`src/tmep_pkg.sv`:
```
// Shared types and constants of the terminal mouse escape parser.
`timescale 1ns / 1ps

package tmep_pkg;

  localparam int BUTTON_BITS_DEFAULT = 16;
  localparam int COORD_BITS_DEFAULT  = 16;
  localparam int MASK_W              = 16;
  localparam int TIME_W              = 32;
  localparam int WINDOW_W            = 16;
  localparam int CFG_ADDR_W          = 3;
  localparam int CFG_DATA_W          = 32;

  localparam logic [7:0] CH_ESC          = 8'h1b;
  localparam logic [7:0] CH_LBRACKET     = 8'h5b;
  localparam logic [7:0] CH_X10          = 8'h4d;
  localparam logic [7:0] CH_SGR          = 8'h3c;
  localparam logic [7:0] CH_SEMI         = 8'h3b;
  localparam logic [7:0] CH_RELEASE      = 8'h6d;
  localparam logic [7:0] CH_ZERO         = 8'h30;
  localparam logic [7:0] CH_NINE         = 8'h39;
  localparam logic [7:0] X10_CTRL_OFFSET = 8'h20;
  localparam logic [7:0] X10_POS_OFFSET  = 8'h21;

  localparam logic [7:0] WHEEL_MASK  = 8'h7c;
  localparam logic [7:0] WHEEL_CLEAR = 8'h78;
  localparam logic [1:0] MAX_CLICKS  = 2'd3;

  localparam logic [WINDOW_W-1:0] WINDOW_RESET = 16'd400;
  localparam logic                REG_WINDOW   = 1'b0;

  typedef enum logic [2:0] {
    PH_GROUND = 3'd0,
    PH_ESCAPE = 3'd1,
    PH_CSI    = 3'd2,
    PH_X10    = 3'd3,
    PH_SGR    = 3'd4
  } phase_t;

  typedef enum logic [2:0] {
    EV_KEYDOWN = 3'd0,
    EV_DOWN    = 3'd1,
    EV_UP      = 3'd2,
    EV_CLICK   = 3'd3,
    EV_MOVE    = 3'd4
  } ev_kind_t;

  typedef struct packed {
    ev_kind_t   kind;
    logic [1:0] clicks;
    logic       record_press;
  } mouse_res_t;

endpackage

```
`src/tmep_byte_if.sv`:
```
// Byte channel: one terminal byte and its arrival time per beat.
`timescale 1ns / 1ps

interface tmep_byte_if;
  logic                        valid;
  logic                        ready;
  logic [7:0]                  in_byte;
  logic [tmep_pkg::TIME_W-1:0] arrival_ms;

  modport source (output valid, output in_byte, output arrival_ms, input ready);
  modport sink (input valid, input in_byte, input arrival_ms, output ready);
endinterface

```
`src/tmep_event_if.sv`:
```
// Event channel: one key or mouse event per beat.
`timescale 1ns / 1ps

interface tmep_event_if #(
  parameter int COORD_BITS = tmep_pkg::COORD_BITS_DEFAULT
);
  logic                        valid;
  logic                        ready;
  tmep_pkg::ev_kind_t          event_kind;
  logic [7:0]                  key_code;
  logic signed [COORD_BITS:0]  pos_x;
  logic signed [COORD_BITS:0]  pos_y;
  logic [tmep_pkg::MASK_W-1:0] button_mask;
  logic [1:0]                  click_count;
  logic [tmep_pkg::TIME_W-1:0] event_ms;

  modport source (output valid, output event_kind, output key_code, output pos_x,
                  output pos_y, output button_mask, output click_count,
                  output event_ms, input ready);
  modport sink (input valid, input event_kind, input key_code, input pos_x,
                input pos_y, input button_mask, input click_count,
                input event_ms, output ready);
endinterface

```
`src/tmep_mouse.sv`:
```
// Button mask update and repeated-click detection for one mouse report.
`timescale 1ns / 1ps

module tmep_mouse #(
  parameter int BUTTON_BITS = tmep_pkg::BUTTON_BITS_DEFAULT,
  parameter int COORD_BITS  = tmep_pkg::COORD_BITS_DEFAULT
) (
  input  logic [COORD_BITS-1:0]         ctrl,
  input  logic                          is_x10,
  input  logic                          is_release,
  input  logic [BUTTON_BITS-1:0]        held,
  input  logic [BUTTON_BITS-1:0]        last_buttons,
  input  logic [1:0]                    last_clicks,
  input  logic [tmep_pkg::TIME_W-1:0]   last_ms,
  input  logic [tmep_pkg::TIME_W-1:0]   now_ms,
  input  logic [tmep_pkg::WINDOW_W-1:0] window_ms,
  output logic [BUTTON_BITS-1:0]        held_next,
  output tmep_pkg::mouse_res_t          res
);
  import tmep_pkg::*;

  localparam int EXT_W = COORD_BITS - 6;
  localparam int BTN_W = COORD_BITS - 4;

  logic [EXT_W-1:0]       ext;
  logic [1:0]             low_btn;
  logic [BTN_W-1:0]       btn;
  logic                   btn_in_range;
  logic [BUTTON_BITS-1:0] btn_bit;
  logic [BUTTON_BITS-1:0] base;
  logic [TIME_W-1:0]      gap;
  logic                   repeat_hit;
  ev_kind_t               kind;

  assign ext     = ctrl[COORD_BITS-1:6];
  assign low_btn = ctrl[1:0];
  // extension buttons: 4*ext + low - 1
  assign btn = (ext != '0) ? ({ext, low_btn} - BTN_W'(1)) : BTN_W'(low_btn);
  assign btn_in_range = (32'(btn) < 32'(BUTTON_BITS));
  assign btn_bit = btn_in_range ? (BUTTON_BITS'(1) << btn) : '0;
  assign base    = held & ~BUTTON_BITS'(WHEEL_CLEAR);
  assign gap     = now_ms - last_ms;

  always_comb begin
    held_next = held;
    kind      = EV_MOVE;
    if (!ctrl[5]) begin
      if (ext == '0 && low_btn == 2'd3 && is_x10) begin
        held_next = '0;
        kind      = EV_UP;
      end else if (is_release) begin
        held_next = base & ~btn_bit;
        kind      = EV_UP;
      end else begin
        held_next = base | btn_bit;
        kind      = ((held_next & BUTTON_BITS'(WHEEL_MASK)) != '0) ? EV_CLICK : EV_DOWN;
      end
    end
  end

  assign repeat_hit = (gap <= TIME_W'(window_ms)) && (last_buttons == held_next) &&
                      (last_clicks != MAX_CLICKS);

  always_comb begin
    res.kind         = kind;
    res.clicks       = 2'd0;
    res.record_press = 1'b0;
    if (kind == EV_DOWN) begin
      res.record_press = 1'b1;
      if (repeat_hit) begin
        res.kind   = EV_CLICK;
        res.clicks = last_clicks + 2'd1;
      end
    end else if (kind == EV_CLICK) begin
      res.clicks = 2'd1;
    end
  end

endmodule

```
`src/terminal_mouse_escape_parser_unit.sv`:
```
// Top level of the terminal mouse escape parser.
`timescale 1ns / 1ps

// Terminal byte parser for key events and xterm X10 / SGR mouse reports.
// byte_stream carries one byte with its arrival time per beat; event_stream
// carries at most one key or mouse event for each byte. A byte is held in an
// input register, parsed in the next cycle by a single pass of logic, and
// its event lands in the output register. Throughput is one byte per cycle
// while event_stream does not stall, set by the parse step, which reads the
// state left by the byte before it.
// When event_stream stalls with an event waiting, the input register holds
// its byte; byte_stream.ready follows event_stream.ready in that case, so a
// new byte is still taken in the cycle the waiting event leaves.
// The APB port holds the double-click window at byte addresses 0 to 3
// (reset 400 ms); other writes are dropped. Reset (rst, synchronous) returns
// the parser to ground, releases all buttons, clears click history and
// empties both registers; no clearing pass is needed.
module terminal_mouse_escape_parser_unit #(
  parameter int BUTTON_BITS = tmep_pkg::BUTTON_BITS_DEFAULT,
  parameter int COORD_BITS  = tmep_pkg::COORD_BITS_DEFAULT
) (
  input  logic                            clk,
  input  logic                            rst,
  input  logic                            psel,
  input  logic                            penable,
  input  logic                            pwrite,
  input  logic [tmep_pkg::CFG_ADDR_W-1:0] paddr,
  input  logic [tmep_pkg::CFG_DATA_W-1:0] pwdata,
  output logic [tmep_pkg::CFG_DATA_W-1:0] prdata,
  output logic                            pready,
  tmep_byte_if.sink                       byte_stream,
  tmep_event_if.source                    event_stream
);
  import tmep_pkg::*;

  localparam int POS_W = COORD_BITS + 1;

  // configuration
  logic [WINDOW_W-1:0] window_ms;
  logic                cfg_index;

  // input register
  logic              s1_valid;
  logic [7:0]        s1_byte;
  logic [TIME_W-1:0] s1_ms;
  logic              s1_fire;

  // parser state
  phase_t                 phase, phase_next;
  logic [1:0]             x10_count, x10_count_next;
  logic [7:0]             x10_bytes [2];
  logic [COORD_BITS-1:0]  sgr_values [3];
  logic [1:0]             sgr_field_index, sgr_field_index_next;
  logic                   sgr_stopped, sgr_stopped_next;
  logic                   sgr_digit_seen, sgr_digit_seen_next;
  logic [BUTTON_BITS-1:0] held_buttons;
  logic [TIME_W-1:0]      last_press_ms;
  logic [BUTTON_BITS-1:0] last_press_buttons;
  logic [1:0]             last_press_clicks;

  // parse step
  logic                   is_esc;
  logic                   is_digit;
  logic                   x10_store;
  logic                   sgr_clear;
  logic                   sgr_digit;
  logic [1:0]             sgr_sel;
  logic [COORD_BITS+3:0]  sgr_acc;
  logic [COORD_BITS-1:0]  sgr_sat;
  logic                   emit_key;
  logic                   emit_mouse;
  logic [7:0]             x10_ctrl;
  logic [COORD_BITS-1:0]  m_ctrl;
  logic [POS_W-1:0]       m_x;
  logic [POS_W-1:0]       m_y;
  logic                   m_x10;
  logic                   m_release;
  logic [BUTTON_BITS-1:0] m_held_next;
  mouse_res_t             m_res;

  // output register
  logic                   out_valid;
  ev_kind_t               out_kind;
  logic [7:0]             out_key;
  logic [POS_W-1:0]       out_x;
  logic [POS_W-1:0]       out_y;
  logic [MASK_W-1:0]      out_mask;
  logic [1:0]             out_clicks;
  logic [TIME_W-1:0]      out_ms;

  // ---------------- configuration port ----------------
  assign pready    = 1'b1;
  assign cfg_index = paddr[CFG_ADDR_W-1];
  assign prdata    = (cfg_index == REG_WINDOW) ? CFG_DATA_W'(window_ms) : '0;

  always_ff @(posedge clk) begin
    if (rst) begin
      window_ms <= WINDOW_RESET;
    end else if (psel && penable && pwrite && cfg_index == REG_WINDOW) begin
      window_ms <= pwdata[WINDOW_W-1:0];
    end
  end

  // ---------------- handshake ----------------
  assign s1_fire           = s1_valid && (!out_valid || event_stream.ready);
  assign byte_stream.ready = !s1_valid || s1_fire;

  always_ff @(posedge clk) begin
    if (rst) begin
      s1_valid <= 1'b0;
    end else if (byte_stream.ready) begin
      s1_valid <= byte_stream.valid;
    end
  end

  always_ff @(posedge clk) begin
    if (byte_stream.ready && byte_stream.valid) begin
      s1_byte <= byte_stream.in_byte;
      s1_ms   <= byte_stream.arrival_ms;
    end
  end

  // ---------------- phase next state ----------------
  assign is_esc   = (s1_byte == CH_ESC);
  assign is_digit = (s1_byte >= CH_ZERO) && (s1_byte <= CH_NINE);

  always_comb begin
    phase_next = phase;
    if (is_esc) begin
      phase_next = PH_ESCAPE;
    end else begin
      unique case (phase)
        PH_GROUND: phase_next = PH_GROUND;
        PH_ESCAPE: begin
          if (s1_byte == CH_LBRACKET) phase_next = PH_CSI;
        end
        PH_CSI: begin
          if (s1_byte == CH_X10) phase_next = PH_X10;
          else if (s1_byte == CH_SGR) phase_next = PH_SGR;
          else phase_next = PH_GROUND;
        end
        PH_X10: begin
          if (x10_count == 2'd2) phase_next = PH_GROUND;
        end
        PH_SGR: begin
          if (!is_digit && s1_byte != CH_SEMI) phase_next = PH_GROUND;
        end
        default: phase_next = PH_GROUND;
      endcase
    end
  end

  // ---------------- parse outputs ----------------
  always_comb begin
    x10_count_next       = x10_count;
    x10_store            = 1'b0;
    sgr_clear            = 1'b0;
    sgr_digit            = 1'b0;
    sgr_field_index_next = sgr_field_index;
    sgr_stopped_next     = sgr_stopped;
    sgr_digit_seen_next  = sgr_digit_seen;
    emit_key             = 1'b0;
    emit_mouse           = 1'b0;
    if (!is_esc) begin
      unique case (phase)
        PH_GROUND: emit_key = 1'b1;
        PH_ESCAPE: ;
        PH_CSI: begin
          if (s1_byte == CH_X10) x10_count_next = 2'd0;
          else if (s1_byte == CH_SGR) begin
            sgr_clear            = 1'b1;
            sgr_field_index_next = 2'd0;
            sgr_stopped_next     = 1'b0;
            sgr_digit_seen_next  = 1'b0;
          end
        end
        PH_X10: begin
          if (x10_count != 2'd2) begin
            x10_store      = 1'b1;
            x10_count_next = x10_count + 2'd1;
          end else begin
            x10_count_next = 2'd0;
            emit_mouse     = 1'b1;
          end
        end
        PH_SGR: begin
          if (is_digit) begin
            if (!sgr_stopped) begin
              sgr_digit           = 1'b1;
              sgr_digit_seen_next = 1'b1;
            end
          end else if (s1_byte == CH_SEMI) begin
            if (!sgr_stopped) begin
              if (!sgr_digit_seen || sgr_field_index >= 2'd2) begin
                sgr_stopped_next = 1'b1;
              end else begin
                sgr_field_index_next = sgr_field_index + 2'd1;
                sgr_digit_seen_next  = 1'b0;
              end
            end
          end else if (s1_byte == CH_X10 || s1_byte == CH_RELEASE) begin
            emit_mouse = 1'b1;
          end
        end
        default: ;
      endcase
    end
  end

  // decimal accumulate with saturation
  assign sgr_sel = (sgr_field_index > 2'd2) ? 2'd2 : sgr_field_index;
  assign sgr_acc = ((COORD_BITS+4)'(sgr_values[sgr_sel]) << 3) +
                   ((COORD_BITS+4)'(sgr_values[sgr_sel]) << 1) +
                   (COORD_BITS+4)'(s1_byte - CH_ZERO);
  assign sgr_sat = (sgr_acc[COORD_BITS+3:COORD_BITS] != 4'd0) ? '1 :
                   sgr_acc[COORD_BITS-1:0];

  // mouse report operands; the X10 control byte wraps at 8 bits
  assign x10_ctrl  = x10_bytes[0] - X10_CTRL_OFFSET;
  assign m_x10     = (phase == PH_X10);
  assign m_release = !m_x10 && (s1_byte == CH_RELEASE);
  assign m_ctrl    = m_x10 ? COORD_BITS'(x10_ctrl) : sgr_values[0];
  assign m_x       = m_x10 ? (POS_W'(x10_bytes[1]) - POS_W'(X10_POS_OFFSET))
                           : ({1'b0, sgr_values[1]} - POS_W'(1));
  assign m_y       = m_x10 ? (POS_W'(s1_byte) - POS_W'(X10_POS_OFFSET))
                           : ({1'b0, sgr_values[2]} - POS_W'(1));

  tmep_mouse #(
    .BUTTON_BITS (BUTTON_BITS),
    .COORD_BITS  (COORD_BITS)
  ) u_mouse (
    .ctrl         (m_ctrl),
    .is_x10       (m_x10),
    .is_release   (m_release),
    .held         (held_buttons),
    .last_buttons (last_press_buttons),
    .last_clicks  (last_press_clicks),
    .last_ms      (last_press_ms),
    .now_ms       (s1_ms),
    .window_ms    (window_ms),
    .held_next    (m_held_next),
    .res          (m_res)
  );

  // ---------------- state registers ----------------
  always_ff @(posedge clk) begin
    if (rst) begin
      phase              <= PH_GROUND;
      x10_count          <= 2'd0;
      sgr_values[0]      <= '0;
      sgr_values[1]      <= '0;
      sgr_values[2]      <= '0;
      sgr_field_index    <= 2'd0;
      sgr_stopped        <= 1'b0;
      sgr_digit_seen     <= 1'b0;
      held_buttons       <= '0;
      last_press_ms      <= '0;
      last_press_buttons <= '0;
      last_press_clicks  <= 2'd0;
    end else if (s1_fire) begin
      phase           <= phase_next;
      x10_count       <= x10_count_next;
      sgr_field_index <= sgr_field_index_next;
      sgr_stopped     <= sgr_stopped_next;
      sgr_digit_seen  <= sgr_digit_seen_next;
      if (sgr_clear) begin
        sgr_values[0] <= '0;
        sgr_values[1] <= '0;
        sgr_values[2] <= '0;
      end else if (sgr_digit) begin
        sgr_values[sgr_sel] <= sgr_sat;
      end
      if (emit_mouse) begin
        held_buttons <= m_held_next;
        if (m_res.record_press) begin
          last_press_ms      <= s1_ms;
          last_press_buttons <= m_held_next;
          last_press_clicks  <= m_res.clicks;
        end
      end
    end
  end

  // X10 payload bytes, written before they are read
  always_ff @(posedge clk) begin
    if (s1_fire && x10_store) begin
      x10_bytes[x10_count[0]] <= s1_byte;
    end
  end

  // ---------------- output register ----------------
  always_ff @(posedge clk) begin
    if (rst) begin
      out_valid <= 1'b0;
    end else if (s1_fire && (emit_key || emit_mouse)) begin
      out_valid <= 1'b1;
    end else if (event_stream.ready) begin
      out_valid <= 1'b0;
    end
  end

  always_ff @(posedge clk) begin
    if (s1_fire && emit_key) begin
      out_kind   <= EV_KEYDOWN;
      out_key    <= s1_byte;
      out_x      <= '0;
      out_y      <= '0;
      out_mask   <= '0;
      out_clicks <= 2'd0;
      out_ms     <= s1_ms;
    end else if (s1_fire && emit_mouse) begin
      out_kind   <= m_res.kind;
      out_key    <= 8'd0;
      out_x      <= m_x;
      out_y      <= m_y;
      out_mask   <= MASK_W'(m_held_next);
      out_clicks <= m_res.clicks;
      out_ms     <= s1_ms;
    end
  end

  assign event_stream.valid       = out_valid;
  assign event_stream.event_kind  = out_kind;
  assign event_stream.key_code    = out_key;
  assign event_stream.pos_x       = out_x;
  assign event_stream.pos_y       = out_y;
  assign event_stream.button_mask = out_mask;
  assign event_stream.click_count = out_clicks;
  assign event_stream.event_ms    = out_ms;

  // ---------------- assertions ----------------
  a_esc_restarts: assert property (@(posedge clk) disable iff (rst)
    s1_fire && is_esc |=> phase == PH_ESCAPE)
    else $error("escape byte did not restart the parser");

  a_stall_holds_byte: assert property (@(posedge clk) disable iff (rst)
    s1_valid && !s1_fire |=> s1_valid && $stable(s1_byte) && $stable(s1_ms))
    else $error("input register lost a stalled byte");

  a_event_lands: assert property (@(posedge clk) disable iff (rst)
    s1_fire && (emit_key || emit_mouse) |=> out_valid && out_ms == $past(s1_ms))
    else $error("parsed event did not reach the output register");

  a_x10_count_range: assert property (@(posedge clk) disable iff (rst)
    x10_count != 2'd3)
    else $error("X10 byte count out of range");

endmodule

```
`src/flat_wrapper.sv`:
```
// flat-port wrapper written by rule: the top's interface ports become plain ports
module terminal_mouse_escape_parser_unit_flat import tmep_pkg::*;
#(
  parameter int BUTTON_BITS = tmep_pkg::BUTTON_BITS_DEFAULT,
  parameter int COORD_BITS  = tmep_pkg::COORD_BITS_DEFAULT
)
  (clk, rst, psel, penable, pwrite, paddr, pwdata, prdata, pready, byte_stream_valid, byte_stream_in_byte, byte_stream_arrival_ms, byte_stream_ready, event_stream_valid, event_stream_event_kind, event_stream_key_code, event_stream_pos_x, event_stream_pos_y, event_stream_button_mask, event_stream_click_count, event_stream_event_ms, event_stream_ready);
  tmep_byte_if byte_stream_i ();
  tmep_event_if #(.COORD_BITS(COORD_BITS)) event_stream_i ();
  input  logic clk;
  input  logic rst;
  input  logic psel;
  input  logic penable;
  input  logic pwrite;
  input  logic [tmep_pkg::CFG_ADDR_W-1:0] paddr;
  input  logic [tmep_pkg::CFG_DATA_W-1:0] pwdata;
  output logic [tmep_pkg::CFG_DATA_W-1:0] prdata;
  output logic pready;
  input wire logic [$bits(byte_stream_i.valid)-1:0] byte_stream_valid;
  input wire logic [$bits(byte_stream_i.in_byte)-1:0] byte_stream_in_byte;
  input wire logic [$bits(byte_stream_i.arrival_ms)-1:0] byte_stream_arrival_ms;
  output wire logic [$bits(byte_stream_i.ready)-1:0] byte_stream_ready;
  output wire logic [$bits(event_stream_i.valid)-1:0] event_stream_valid;
  output wire logic [$bits(event_stream_i.event_kind)-1:0] event_stream_event_kind;
  output wire logic [$bits(event_stream_i.key_code)-1:0] event_stream_key_code;
  output wire logic [$bits(event_stream_i.pos_x)-1:0] event_stream_pos_x;
  output wire logic [$bits(event_stream_i.pos_y)-1:0] event_stream_pos_y;
  output wire logic [$bits(event_stream_i.button_mask)-1:0] event_stream_button_mask;
  output wire logic [$bits(event_stream_i.click_count)-1:0] event_stream_click_count;
  output wire logic [$bits(event_stream_i.event_ms)-1:0] event_stream_event_ms;
  input wire logic [$bits(event_stream_i.ready)-1:0] event_stream_ready;
  assign byte_stream_i.valid = byte_stream_valid;
  assign byte_stream_i.in_byte = byte_stream_in_byte;
  assign byte_stream_i.arrival_ms = byte_stream_arrival_ms;
  assign byte_stream_ready = byte_stream_i.ready;
  assign event_stream_valid = event_stream_i.valid;
  assign event_stream_event_kind = event_stream_i.event_kind;
  assign event_stream_key_code = event_stream_i.key_code;
  assign event_stream_pos_x = event_stream_i.pos_x;
  assign event_stream_pos_y = event_stream_i.pos_y;
  assign event_stream_button_mask = event_stream_i.button_mask;
  assign event_stream_click_count = event_stream_i.click_count;
  assign event_stream_event_ms = event_stream_i.event_ms;
  assign event_stream_i.ready = event_stream_ready;
  terminal_mouse_escape_parser_unit #(.BUTTON_BITS(BUTTON_BITS), .COORD_BITS(COORD_BITS)) u_core (.clk(clk), .rst(rst), .psel(psel), .penable(penable), .pwrite(pwrite), .paddr(paddr), .pwdata(pwdata), .prdata(prdata), .pready(pready), .byte_stream(byte_stream_i), .event_stream(event_stream_i));
endmodule
```
`config.mk`:
```
export PLATFORM = sky130hd
export DESIGN_NAME = terminal_mouse_escape_parser_unit_flat
export DESIGN_NICKNAME = d
export VERILOG_FILES = /design/src/tmep_pkg.sv /design/src/tmep_byte_if.sv /design/src/tmep_event_if.sv /design/src/tmep_mouse.sv /design/src/terminal_mouse_escape_parser_unit.sv /design/src/flat_wrapper.sv
export SDC_FILE = /design/constraint.sdc
export NUM_CORES = 1
export LEC_CHECK = 0
export ABC_AREA = 1
export BUFFER_PORTS_ARGS = -buffer_cell sky130_fd_sc_hd__buf_4
export CAP_MARGIN = 0
export CORE_AREA = 2 2 189 191
export CTS_CLUSTER_SIZE = 30
export DETAILED_ROUTE_END_ITERATION = 10
export DIE_AREA = 0 0 191 193
export GPL_TIMING_DRIVEN = 0
export PLACE_DENSITY = 0.79
export SKIP_LAST_GASP = 1
export SLEW_MARGIN = 5
export SYNTH_ARGS = -nofsm -noshare
export SYNTH_HDL_FRONTEND = slang
export SYNTH_SLANG_ARGS = --single-unit
```
`constraint.sdc`:
```
create_clock -name clk -period 4.85 [get_ports clk]
set_clock_uncertainty 0.15 [all_clocks]
set_input_delay 0.2425 -clock clk [delete_from_list [all_inputs] [get_ports clk]]
set_output_delay 0.2425 -clock clk [all_outputs]
set_load 0.1 [all_outputs]
```
==> flow_metrics.env <==
export IMPL_tritoncts="done"
export IMPL_post_synth_num_cell_types=56
export IMPL_final_hold_violation_count=0
export IMPL_detailedRoute_firstIterationViolations=1106
export IMPL_outcome="finished with violations"
export IMPL_die_w_um=191
export IMPL_powerDensity_mw_per_mm2=303.7
export IMPL_synth_top_cell_area_share_pct=27.36
export IMPL_synth_async_reset_ratio_pct=0
export IMPL_vias_per_cell=5.413
export IMPL_final_setup_viol_count=8
export IMPL_synthCells=2104
export IMPL_cell_type_with_the_largest_total_area_after_synthesis="edfxtp_1"
export IMPL_synth_seq_area_share_pct=44.55
export IMPL_ys_dominant_reg_cell="edfxtp_1"
export IMPL_drive_above_1_share_pct=18.14
export IMPL_detailed_place_area_sq_mm=0.01923
export IMPL_floorplan_initialDensity_pct=49.28
export IMPL_worstMarginPinSlew_ps=969.3
export IMPL_cts_reportedPaths_clkPinSlew_ps=60
export IMPL_rsz_0062_raised_after_global_routing="true"
export IMPL_crit_type="reg2reg"
export IMPL_core_region_area_sq_mm=0.03496
export IMPL_via_count=15740
export IMPL_cts_root_buffer="clkbuf_16"
export IMPL_slew_headroom_pct=35.38
export IMPL_synth_avg_cell_area_sq_um=8.190
export IMPL_final_period_utilization_pct=100.5
export IMPL_finalNetCount=2606
export IMPL_worst_endpoint_required_ps=4990
export IMPL_clockBufferDepth=3
export IMPL_detail_route_first_pass_iterations=5
export IMPL_max_ir_drop_vdd_v=0.0003050
export IMPL_chipHeight_um=193
export IMPL_finalWeightedCongestion=0.9335
export IMPL_placedCellCount=2757
export IMPL_maxCapViolCount=0
export IMPL_gr_total_overflow=0
export IMPL_portBuffers=174
export IMPL_fin_worst_hold_slack_ps=194.3
export IMPL_critical_path_startpoint_type="flop"
export IMPL_max_slew_violation_total_from_the_final_report=0
export IMPL_finish_cell_count_without_fillers=2908
export IMPL_die_area_sq_mm=0.03686
export IMPL_leakage_nw=9.569
export IMPL_antenna_violating_nets_post_route=0
export IMPL_grt_antenna_before_repair=0
export IMPL_placement_rows=69
export IMPL_grt_util_all_layers_pct=27.25
export IMPL_detail_route_drc_violations=0
export IMPL_final_antenna_diode_count=0
export IMPL_violations_in_the_final_reports="setup timing"
export IMPL_dp_hpwl_mm=37.94
export IMPL_grt_pass1_wl_mm=78.41
export IMPL_area_growth_synth_to_finish_pct=25.52
export IMPL_ctsHtreeMaxLevel=2
export IMPL_worst_setup_path_end_kind="flop"
export IMPL_clock_fmax_ghz=0.2052
export IMPL_post_synth_instance_area_sq_mm=0.01723
export IMPL_post_route_min_period_ps=4872
export IMPL_worst_hold_path_type="in2reg"
export IMPL_yosys_warnings=0
export IMPL_cts_buffers=34
export IMPL_pin_count_of_the_biggest_net_entering_global_routing=38
export IMPL_clkSinkCount=305
export IMPL_synth_top_cells_by_area="edfxtp_1 27%, dfxtp_1 17%, nand2_1 8.9%"
export IMPL_postRouteWirelength_mm=51.76
export IMPL_synth_ff_latch_count=305
export IMPL_vias_in_the_first_global_route=15400
export IMPL_cp_max_fo=7
export IMPL_synth_enable_flop_cells=157
export IMPL_detail_route_wl_per_cell_um=17.80
export IMPL_postLayoutCellArea_sq_mm=0.02163
export IMPL_worst_endpoint_arrival_ps=5010
export IMPL_fin_ws_ps=-22.29
export IMPL_io_pins=212
export IMPL_clkLatencyLatePin_ps=520
==> stage by stage <==
step	TNS (ps)	total power, W	setup WS (ps)	utilization (%)
final	-152.1	0.006569	-22.29	61.86
after global routing	-7786	0.006788	-203.9	61.86
after CTS	0	0.006498	1.351	60.95
after detailed placement	-75150	0.003788	-1362	55.01
after global placement	-62460	0.003757	-1110	54.83
after floorplan	0	0.003531	25.25	-
==> layout make-up <==
class	instances	area [sq um]
clock buffer	43	988.4
inverter	310	1179
sequential	305	7685
buffer	80	491.7
multi-input combinational	1423	8353
timing repair buffer	268	2201
clock inverter	18	155.1
fill	2952	13340
tap	461	576.8
==> worst max-delay path, cell delays in order, from the launching register on <==
cell      delay, ps
dfxtp_4         360
ha_4            160
nor2_4          180
clkinv_4        130
buf_8           150
a21oi_4         120
o21ai_2         100
o221ai_4         70
inv_2            70
fa_1            530
ha_4            330
nand2_2          50
nand2_2          70
a21oi_2          70
o21ai_2         170
a31oi_2         140
o21ai_2         210
a21oi_2          90
o21bai_1        200
nand3_1         120
nand2_2         110
nand2_2          70
and3_4          160
nor3_4          250
buf_6           180
nand3b_1        210
nand2_1         130
inv_1            40
==> kinds of logic (layout without fill, tap and decap cells) <==
family | count (synthesis) | after routing | share of synthesized area, %
simple gates | 843 | 843 | 21.22
compound gates | 402 | 402 | 13.72
buf+inv | 391 | 719 | 9.301
flops | 305 | 305 | 44.55
fa+ha+maj | 102 | 102 | 8.103
xor+xnor | 57 | 57 | 2.941
other cells | 2 | 17 | 0.04358
mux | 2 | 2 | 0.1162
==> state kept, by name, summed over array words and instances, names as in the netlist, 2 cells and up <==
signal,flops
u_core.sgr_values,64
u_core.event_stream.event_ms,32
u_core.last_press_ms,32
u_core.s1_ms,32
u_core.event_stream.pos_x,17
u_core.event_stream.pos_y,17
u_core.event_stream.button_mask,16
u_core.held_buttons,16
u_core.last_press_buttons,16
u_core.window_ms,16
u_core.x10_bytes,13
u_core.event_stream.key_code,8
u_core.s1_byte,8
u_core.event_stream.event_kind,3
u_core.phase,3
u_core.event_stream.click_count,2
u_core.last_press_clicks,2
u_core.sgr_field_index,2
u_core.x10_count,2
==> worst paths after layout <==
path	start	endpoint	slack (ps)	depth (start not counted)
setup / recovery	u_core.sgr_field_index[1]	u_core.sgr_values[0][1]	-20	27
setup reg to reg	u_core.sgr_field_index[1]	u_core.sgr_values[0][1]	-20	27
hold reg to reg	u_core.s1_ms[0]	u_core.event_stream.event_ms[0]	300	0
hold / removal	penable	u_core.window_ms[4]	190	4
==> cells in the mapped netlist, types with 23 or more instances <==
library cell / instances
a21oi_1: 175
clkbuf_1: 44
dfxtp_1: 148
edfxtp_1: 157
ha_1: 86
inv_1: 299
nand2_1: 407
nand3_1: 140
nand4_1: 23
nor2_1: 197
o21ai_0: 118
xor2_1: 35
==> where the power goes <==
part           internal [W]  total (W)  switching [W]
clock network       0.00156    0.00263        0.00108
registers           0.00278    0.00282      0.0000468
logic              0.000382    0.00111       0.000731
total               0.00472    0.00657        0.00185
==> layer usage <==
layer / wire, um / track usage [%]
met1: 19890 / 31.02
met2: 26640 / 51.41
met3: 3143 / 3.385
met4: 2084 / 11.36
met5: 0 / 0
==> layout by cell type (no fill, tap or decap), drive strengths merged, types with 58 or more instances in the layout <==
master       count
nand2          420
inv            309
buf            249
nor2           209
a21oi          175
edfxtp         157
nand3          149
dfxtp          148
o21ai          130
ha              86
clkbuf          84
dlygate4sd3     58
==> what timing repair did <==
| item | 4_1_cts | 5_1_grt |
|---|---|---|
| hold buffers | 58 | 0 |
| pin swaps | 15 | 29 |
| cloned | 0 | 1 |
| resized for setup | 57 | 55 |
| hold endpoints to repair | 58 | 0 |
| setup endpoints to repair | 64 | 69 |
| buffers inserted | 20 | 12 |
Power figures use the tool's default switching activity.
